===== src/rtl/core/i2d_pkg.sv =====
// Shared constants, types and state encoding for the integer to decimal ASCII converter.
package i2d_pkg;

   // Width of the number taken from each request (8 to 64).
   localparam int VALUE_WIDTH = 64;
   // Fixed width of the request value port.
   localparam int VALUE_PORT_W = 64;
   // Decimal digits needed for VALUE_WIDTH bits: floor(W * log10(2)) + 1.
   localparam int NUM_DIGITS = ((VALUE_WIDTH * 1233) >> 12) + 1;
   localparam int DIGIT_W = 4;
   localparam int BCD_W = NUM_DIGITS * DIGIT_W;
   localparam int CNT_W = $clog2(VALUE_WIDTH);
   localparam int DIGIT_CNT_W = $clog2(NUM_DIGITS + 1);
   localparam int CHAR_W = 5;

   localparam logic [7:0] CHAR_ZERO = 8'h30;
   localparam logic [7:0] CHAR_MINUS = 8'h2D;
   localparam logic [DIGIT_W-1:0] ADJUST_MIN = 4'd5;
   localparam logic [DIGIT_W-1:0] ADJUST_ADD = 4'd3;

   typedef enum logic [1:0] {
      ST_IDLE,
      ST_CONVERT,
      ST_TRIM,
      ST_EMIT
   } i2d_state_type;

   // Controls from the sequencer to the shift/add-3 unit.
   typedef struct packed {
      logic load;
      logic convert;
      logic shift_digit;
   } i2d_ctrl_type;

endpackage


===== src/rtl/core/int64_to_decimal_ascii.sv =====
// Integer to decimal ASCII converter top level: sequencer and handshakes.
// Converts one number at a time, signed (req_func = 0) or unsigned (req_func = 1), into its
// decimal text, most significant character first, with a leading '-' for negative signed
// values and no leading zeros. An accepted item first runs through the shared shift/add-3
// unit, then through leading-zero trimming, then out at one character per cycle while the
// sink takes each at once, with output stalls holding it back.
// req_ready is low from acceptance until the last character is transferred.
module int64_to_decimal_ascii (
   input  logic                                clock,
   input  logic                                reset,
   input  logic                                req_valid,
   output logic                                req_ready,
   input  logic                                req_func,
   input  logic [i2d_pkg::VALUE_PORT_W-1:0]    req_value,
   output logic                                rsp_valid,
   input  logic                                rsp_ready,
   output logic [7:0]                          rsp_character,
   output logic                                rsp_last_char,
   output logic [i2d_pkg::CHAR_W-1:0]          rsp_total_chars
);
   import i2d_pkg::*;

   i2d_state_type           state_ff, state_in;
   logic [CNT_W-1:0]        cnt_ff, cnt_in;
   logic [DIGIT_CNT_W-1:0]  ndig_ff, ndig_in;
   logic                    neg_ff, neg_in;
   logic                    sign_pend_ff, sign_pend_in;
   logic [CHAR_W-1:0]       remain_ff, remain_in;
   logic [CHAR_W-1:0]       total_ff, total_in;
   i2d_ctrl_type            ctrl;
   logic [DIGIT_W-1:0]      top_digit;
   logic                    req_xfer;
   logic                    rsp_xfer;
   logic                    req_neg;
   logic                    can_trim;

   assign req_xfer = req_valid && req_ready;
   assign rsp_xfer = rsp_valid && rsp_ready;
   assign req_neg  = !req_func && req_value[VALUE_WIDTH-1];
   assign can_trim = (top_digit == '0) && (ndig_ff > DIGIT_CNT_W'(1));

   i2d_dabble u_dabble (
      .clock      (clock),
      .ctrl       (ctrl),
      .negate     (req_neg),
      .load_value (req_value[VALUE_WIDTH-1:0]),
      .top_digit  (top_digit)
   );

   // Next state.
   always_comb begin
      state_in = state_ff;
      unique case (state_ff)
         ST_IDLE: begin
            if (req_xfer) state_in = ST_CONVERT;
         end
         ST_CONVERT: begin
            if (cnt_ff == '0) state_in = ST_TRIM;
         end
         ST_TRIM: begin
            if (!can_trim) state_in = ST_EMIT;
         end
         ST_EMIT: begin
            if (rsp_xfer && remain_ff == CHAR_W'(1)) state_in = ST_IDLE;
         end
         default: state_in = ST_IDLE;
      endcase
   end

   // Handshakes and unit controls.
   always_comb begin
      req_ready        = 1'b0;
      rsp_valid        = 1'b0;
      ctrl             = '0;
      unique case (state_ff)
         ST_IDLE: begin
            req_ready = 1'b1;
            ctrl.load = req_valid;
         end
         ST_CONVERT: ctrl.convert = 1'b1;
         ST_TRIM:    ctrl.shift_digit = can_trim;
         ST_EMIT: begin
            rsp_valid        = 1'b1;
            ctrl.shift_digit = rsp_ready && !sign_pend_ff;
         end
         default: ;
      endcase
   end

   // Counters and per-number flags.
   always_comb begin
      cnt_in       = cnt_ff;
      ndig_in      = ndig_ff;
      neg_in       = neg_ff;
      sign_pend_in = sign_pend_ff;
      remain_in    = remain_ff;
      total_in     = total_ff;
      unique case (state_ff)
         ST_IDLE: begin
            if (req_xfer) begin
               cnt_in  = CNT_W'(VALUE_WIDTH - 1);
               ndig_in = DIGIT_CNT_W'(NUM_DIGITS);
               neg_in  = req_neg;
            end
         end
         ST_CONVERT: cnt_in = cnt_ff - CNT_W'(1);
         ST_TRIM: begin
            if (can_trim) begin
               ndig_in = ndig_ff - DIGIT_CNT_W'(1);
            end else begin
               total_in     = CHAR_W'(ndig_ff) + CHAR_W'(neg_ff);
               remain_in    = CHAR_W'(ndig_ff) + CHAR_W'(neg_ff);
               sign_pend_in = neg_ff;
            end
         end
         ST_EMIT: begin
            if (rsp_xfer) begin
               remain_in    = remain_ff - CHAR_W'(1);
               sign_pend_in = 1'b0;
            end
         end
         default: ;
      endcase
   end

   // Hold control state.
   always_ff @(posedge clock) begin
      if (reset) begin
         state_ff     <= ST_IDLE;
         sign_pend_ff <= 1'b0;
         remain_ff    <= '0;
         cnt_ff       <= '0;
         ndig_ff      <= '0;
      end else begin
         state_ff     <= state_in;
         sign_pend_ff <= sign_pend_in;
         remain_ff    <= remain_in;
         cnt_ff       <= cnt_in;
         ndig_ff      <= ndig_in;
      end
   end

   always_ff @(posedge clock) begin
      neg_ff   <= neg_in;
      total_ff <= total_in;
   end

   // Present the current character.
   assign rsp_character   = sign_pend_ff ? CHAR_MINUS : (CHAR_ZERO + {4'b0000, top_digit});
   assign rsp_last_char   = (remain_ff == CHAR_W'(1));
   assign rsp_total_chars = total_ff;

endmodule


===== src/rtl/core/i2d_dabble.sv =====
// Shared shift/add-3 unit: binary magnitude register and BCD digit register.
module i2d_dabble (
   input  logic                                     clock,
   input  i2d_pkg::i2d_ctrl_type                    ctrl,
   input  logic                                     negate,
   input  logic [i2d_pkg::VALUE_WIDTH-1:0]          load_value,
   output logic [i2d_pkg::DIGIT_W-1:0]              top_digit
);
   import i2d_pkg::*;

   logic [VALUE_WIDTH-1:0] mag_ff;
   logic [VALUE_WIDTH-1:0] mag_in;
   logic [BCD_W-1:0]       bcd_ff;
   logic [BCD_W-1:0]       bcd_in;
   logic [BCD_W-1:0]       bcd_adj;

   // Add 3 to every digit of five or more before the next shift.
   always_comb begin
      for (int d = 0; d < NUM_DIGITS; d++) begin
         if (bcd_ff[d*DIGIT_W +: DIGIT_W] >= ADJUST_MIN) begin
            bcd_adj[d*DIGIT_W +: DIGIT_W] = bcd_ff[d*DIGIT_W +: DIGIT_W] + ADJUST_ADD;
         end else begin
            bcd_adj[d*DIGIT_W +: DIGIT_W] = bcd_ff[d*DIGIT_W +: DIGIT_W];
         end
      end
   end

   // Load the magnitude, step the conversion, or drop the top digit.
   always_comb begin
      mag_in = mag_ff;
      bcd_in = bcd_ff;
      priority if (ctrl.load) begin
         mag_in = negate ? (~load_value + VALUE_WIDTH'(1)) : load_value;
         bcd_in = '0;
      end else if (ctrl.convert) begin
         mag_in = {mag_ff[VALUE_WIDTH-2:0], 1'b0};
         bcd_in = {bcd_adj[BCD_W-2:0], mag_ff[VALUE_WIDTH-1]};
      end else if (ctrl.shift_digit) begin
         bcd_in = {bcd_ff[BCD_W-DIGIT_W-1:0], {DIGIT_W{1'b0}}};
      end else begin
         mag_in = mag_ff;
         bcd_in = bcd_ff;
      end
   end

   always_ff @(posedge clock) begin
      mag_ff <= mag_in;
      bcd_ff <= bcd_in;
   end

   assign top_digit = bcd_ff[BCD_W-1 -: DIGIT_W];

endmodule


===== config.mk =====
export PLATFORM = sky130hd
export DESIGN_NAME = int64_to_decimal_ascii
export DESIGN_NICKNAME = d
export VERILOG_FILES = /design/src/rtl/core/i2d_pkg.sv /design/src/rtl/core/int64_to_decimal_ascii.sv /design/src/rtl/core/i2d_dabble.sv
export SDC_FILE = /design/constraint.sdc
export NUM_CORES = 1
export LEC_CHECK = 0
export BUFFER_PORTS_ARGS = -buffer_cell sky130_fd_sc_hd__buf_2
export CAP_MARGIN = 30
export CORE_ASPECT_RATIO = 1.25
export CORE_UTILIZATION = 55
export CTS_CLUSTER_DIAMETER = 50
export DETAILED_ROUTE_END_ITERATION = 8
export PLACE_DENSITY = 0.77
export SETUP_SLACK_MARGIN = 0.1
export SKIP_LAST_GASP = 1
export SLEW_MARGIN = 20
export SYNTH_ARGS = -nofsm -noshare
export SYNTH_HDL_FRONTEND = slang
export SYNTH_SLANG_ARGS = --single-unit

===== constraint.sdc =====
create_clock -name clock -period 3.12 [get_ports clock]
set_input_delay 0.624 -clock clock [delete_from_list [all_inputs] [get_ports clock]]
set_output_delay 0.624 -clock clock [all_outputs]
set_load 0.03 [all_outputs]

# After elaboration in Yosys (flattened, before gate mapping)
# Cells that the tools add are included.
# W data, S select, Z words.
dict set report totals {
  input_bits 69
  wordCells 137
  output_inout_bits 16
  ff_bits 169
}
dict set report classes {
  n_eq_ne 10
  magnitude_cmp 21
  mux 47
  n_reduce_logical 22
  n_bitwise 2
  addsub 26
}
# operator n
set ops {}
lappend ops {{$mux W64} 3}
lappend ops {{$mux W80} 2}
lappend ops {{$ge A4 B3 Y1 const B} 20}
lappend ops {{$add A4 B2 Y4 const B} 19}
lappend ops {{$mux W4} 19}
lappend ops {{$add A64 B1 Y64 const B} 1}
lappend ops {{$not A64 Y64} 1}
lappend ops {{$mux W5} 4}
lappend ops {{$pmux W5 S2} 2}
lappend ops {{$ne A2 B2 Y1 const B} 6}
lappend ops {{$pmux W6 S2} 1}
lappend ops {{$reduce_bool A2 Y1} 5}
lappend ops {{$sub A5 B1 Y5 const B} 2}
lappend ops {{$mux W2} 4}
lappend ops {{$pmux W2 S4} 1}
lappend ops {{$add A6 B4 Y7 const A} 1}
lappend ops {{$mux W7} 1}
lappend ops {{$logic_and A1 B1 Y1} 6}
lappend ops {{$logic_not A6 Y1} 1}
lappend ops {{$mux W1} 6}
lappend ops {{$mux W6} 1}
lappend ops {{$reduce_and A2 Y1} 3}
lappend ops {{$reduce_and A3 Y1} 2}
lappend ops {{$sub A6 B1 Y6 const B} 1}
lappend ops {{13 further kinds} 16}

# Logic depth before layout (Yosys ltp)
dict set report depth {
  ltp_word 6
  mapped_depth 10
  depth_no_buf 8
}

# Modules after synthesis
# From an unflattened synthesis, not the netlist that was laid out.
dict set report hier_totals {
  cells_unflattened 1292
  area_unflattened_um2 11076.9
}
# mod instances cells_each area_each_um2 seq_area_each_um2
set by_module_without_submodules {}
lappend by_module_without_submodules {i2d_dabble 1 1125 9575.4 3523.4}
lappend by_module_without_submodules {int64_to_decimal_ascii 1 167 1501.4 560.5}

# Worst setup path before layout
# OpenSTA, ideal clock, no wires.
dict set report synth_path {
  path_type {register to register}
  from {register state_ff[0]}
  to {register u_dabble.mag_ff[0] (enable)}
  setup_ns 0.688
  n_path_buf 2
  stages_incl_launch_ff 7
  setup_slack_ns -0.178
  period_less_slack_ns 3.298
  required_ns 2.432
  arrival_ns 2.610
  cell_sequence {dfxtp_1 -> inv_1 -> ha_1 -> nand2_1 -> clkbuf_1 -> buf_1 -> nand2_1}
}
dict set report synth_between {
  elab_chain_cells 3
  word_cells_on_any_way 5
  classes_between {eq/ne (1); mux (2); reduce/logical (2)}
}
# item line_no
set synth_rtl {}
lappend synth_rtl {{start, declared} int64_to_decimal_ascii.sv:23} ;# i2d_state_type state_ff, state_in;
lappend synth_rtl {{start signal, assigned} int64_to_decimal_ascii.sv:135} ;# state_ff <= state_in;
lappend synth_rtl {{$eq A2 B1 Y1 or $logic_not A2 Y1 (tied branches)} int64_to_decimal_ascii.sv:75} ;# unique case (state_ff)
lappend synth_rtl {{$mux W1} int64_to_decimal_ascii.sv:75}
lappend synth_rtl {{$reduce_bool A2 Y1 (no source line) *} n/a}
lappend synth_rtl {{end signal, assigned} i2d_dabble.sv:47} ;# mag_ff <= mag_in;
lappend synth_rtl {{end, declared} i2d_dabble.sv:11} ;# logic [VALUE_WIDTH-1:0] mag_ff;
# Every way passes the cells marked *; elsewhere a longest branch is shown, timed or not.
# A chain may end at the register's enable or synchronous reset.

# Worst setup path in the final report
dict set report layout_path {
  from {register u_dabble.bcd_ff[76]}
  to {register ndig_ff[4]}
}
dict set report layout_between {
  elab_chain_cells 4
}
# item line_no
set layout_rtl {}
lappend layout_rtl {{start, declared} i2d_dabble.sv:13} ;# logic [BCD_W-1:0] bcd_ff;
lappend layout_rtl {{start signal, assigned} i2d_dabble.sv:48} ;# bcd_ff <= bcd_in;
lappend layout_rtl {{$logic_not A4 Y1} int64_to_decimal_ascii.sv:40} ;# assign can_trim = (top_digit == '0) && (ndig_ff > DIGIT_CNT_W'(1));
lappend layout_rtl {{$logic_and A1 B1 Y1} int64_to_decimal_ascii.sv:40}
lappend layout_rtl {{$ne A2 B2 Y1 (no source line)} n/a}
lappend layout_rtl {{$reduce_and A3 Y1 (no source line)} n/a}
lappend layout_rtl {{end signal, assigned} int64_to_decimal_ascii.sv:139} ;# ndig_ff <= ndig_in;
lappend layout_rtl {{end, declared} int64_to_decimal_ascii.sv:25} ;# logic [DIGIT_CNT_W-1:0] ndig_ff, ndig_in;
# Every way passes these cells.

==> results.yml <==
grt:
  grt_pass1_wl_um: 40900
  overflow: 0
  antenna_found_initial: 0
  track_usage_pct: 24.5
  grt_max_degree: 84
  grt_pass1_vias: 8796
cells_and_area:
  drive_gt1_share_pct: 11.4
  nFillCells: 1735
  nNetsFinal: 1494
  num_antenna_cells: 0
  syn_to_final_growth_pct: 11.4
  final_util_pct: 62.3
  finalNonFillerCells: 1649
  stdcell_area_um2: 12100
power:
  swShare_pct: 43.1
  leakage_nw: 4.53
  switching_power_mw: 5.16
  max-vdd-ir-drop_v: 0.000705
  p_int_mw: 6.83
  power.total_mw: 12.0
  comb_power_share_pct: 46.0
  powerDensity_nw_per_um2: 991
  seqPwrFrac_pct: 35.4
  pwr-share-clk_pct: 18.6
worst_setup_path:
  cp_max_fo: 6
  crit_chain: "inv_1, ha_1, or3b_2, a211oi_2, o21a_1, nand2_1, or4_1, a31oi_1"
  cp-start-kind: "flip-flop"
  end_kind: "flip-flop"
  arrival_ns: 3.10
  critical_path_class: "flip-flop to flip-flop"
  cpPeakStageDelay_ns: 0.51
  critPathRequiredTime_ns: 3.48
  cpMaxStageDelayCell: "or3b_2"
clocking:
  holdBufCountCts: 0
  insertion_delay_ns: 0.44
  cts_tree: "built"
  clkTransAtPathRegs_ns: 0.07
  post-cts-setup-buffer-count: 0
  cts_resized: 0
  cts.sinks: 169
  cts_buffers: 17
  cts.path.max_buffers: 2
  root_buffer: "clkbuf_16"
  h-tree-depth: 4
drt:
  drc: 0
  dr.pass1.iters: 5
  drtIter0Drc: 422
  via_per_inst: 5.73
  ant_nets: 0
  wl_per_cell_um: 14.7
  wirelength_um: 24300
  vias: 9442
sta:
  period_share_pct: 87.5
  slew_headroom_pct: 37.4
  rsz0062_at_grt: "false"
  finClkSkew_ns: 0.0110
  holdWs_ns: 0.502
  finalSetupTns_ns: 0
  fin_ws_ns: 0.389
  tightest_slew_ns: 0.939
  finalCriticalPeriod_ns: 2.73
  drv_slew: 0
  final-hold-violation-count: 0
  setup_viol: 0
  max_clock_freq_mhz: 366
die:
  die_w_um: 128
  ios: 85
  start_util_pct: 56.0
  dieHeight_um: 159
  rows: 57
  core-area_um2: 19400
  die_area_um2: 20300
synth:
  synth.top_cell.area_share_pct: 19.4
  synthCells: 1338
  syn_avg_cell_area_um2: 8.11
  yosys-top-cells-area: "edfxtp_1 (19%), dfxtp_1 (18%), nor2_1 (6.4%)"
  ys.flop_type: "dfxtp_1"
  syn_area_um2: 10900
  yosysMostFrequentCell: "nor2_1"
  synth_common_cells: "nor2_1 (185), nand2_1 (133), dfxtp_1 (99)"
  yosysSeqAreaShare_pct: 37.6
  synth_edf_count: 70
  synth_warnings: 0
  synth_top_cell_by_area: "edfxtp_1"
  ys_seq_elements: 169
  ys_types: 61
  async_flop_share_pct: 0
min_path:
  hold_class: "flip-flop to flip-flop"
run_status:
  status: "finished clean"
placed_design:
  placed_cells: 1617
  place_ws_ns: 0.139
  dpl-instance-area_um2: 11500
  gp_congestion: 0.920
  io_buffers: 81
  hpwl_um: 16600
run:
  cap_violations: 0
-- sequential cells by signal, indices dropped and copies added (netlist names) --
register         flops
u_dabble.bcd_ff     80
state_ff             2
remain_ff            5
ndig_ff              5
u_dabble.mag_ff     64
rsp_total_chars      5
neg_ff               1
sign_pend_ff         1
cnt_ff               6
-- final timing paths --
check	start	endpoint	slack, ns	cells after the start
worst max-delay path	u_dabble.bcd_ff[76]$_SDFFE_PP0P_	ndig_ff[4]$_SDFFE_PP0P_	0.39	8
worst min-delay path	u_dabble.bcd_ff[4]$_SDFFE_PP0P_	u_dabble.bcd_ff[4]$_SDFFE_PP0P_	0.50	2
worst max register to register	u_dabble.bcd_ff[76]$_SDFFE_PP0P_	ndig_ff[4]$_SDFFE_PP0P_	0.39	8
worst min register to register	u_dabble.bcd_ff[4]$_SDFFE_PP0P_	u_dabble.bcd_ff[4]$_SDFFE_PP0P_	0.50	2
-- worst max-delay path, delay by kind of cell, from the launching register on --
kind                     cells  cell delay [ns]
AO/OA/AOI/OAI                3             0.97
buffers and inverters        1             0.13
flip-flops                   1             0.33
adder cells (fa/ha/maj)      1             0.16
AND/OR/NAND/NOR              3             1.07
-- layout make-up --
| type | count | area [µm²] | share of cell area [%] |
|---|---|---|---|
| Timing Repair Buffer | 104 | 628 | 5.20 |
| Multi-Input combinational cell | 996 | 6120 | 50.6 |
| Tap cell | 265 | 332 | 2.74 |
| Sequential cell | 169 | 4080 | 33.8 |
| Clock buffer | 18 | 439 | 3.63 |
| Clock inverter | 14 | 175 | 1.45 |
| Inverter | 83 | 312 | 2.58 |
-- placed cells by master (no fill, tap or decap), types with 13 or more instances in the layout --
master,n
a211oi_1,61
a21oi_1,97
a311oi_1,22
a31oi_1,63
buf_2,81
buf_4,19
clkbuf_16,17
dfxtp_1,99
edfxtp_1,70
ha_1,53
inv_1,80
mux2i_1,21
nand2_1,131
nand2b_1,22
nor2_1,185
nor3_1,26
nor4_1,13
o21a_1,17
o21ai_0,91
o32ai_1,17
or3_1,18
xnor2_1,77
-- kinds of logic (layout without fill, tap and decap cells) --
| family | after synthesis | in the layout | share of synthesized area, % |
|---|---|---|---|
| flip-flops | 169 | 169 | 37.6 |
| AND/OR/NAND/NOR | 439 | 439 | 18.1 |
| buffers and inverters | 174 | 219 | 6.48 |
| other | 2 | 3 | 0.0692 |
| adder cells (fa/ha/maj) | 54 | 54 | 6.22 |
| multiplexers | 21 | 21 | 1.94 |
| XOR/XNOR | 88 | 88 | 7.10 |
| AO/OA/AOI/OAI | 391 | 391 | 22.4 |
-- power groups by stage --
| stage | combinational [mW] | clock [mW] | sequential [mW] |
|---|---|---|---|
| after floorplan | 4.50 | 0 | 3.98 |
| after global placement | 5.35 | 0 | 4.24 |
| after detailed placement | 5.51 | 0 | 4.27 |
| final | 5.51 | 2.23 | 4.25 |
| after global routing | 6.26 | 2.36 | 4.37 |
| after CTS | 5.55 | 2.26 | 4.24 |
-- layer usage --
layer / global-route usage, % / up-vias / part of all wire [%]
met4: 8.77 / 0 / 2.1
met5: 0 / - / 0
met2: 42.5 / 217 / 49
met1: 30.0 / 4364 / 44
met3: 4.94 / 40 / 4.5
li1: - / 4821 / -
No activity file was read; power rests on OpenSTA's default activity.
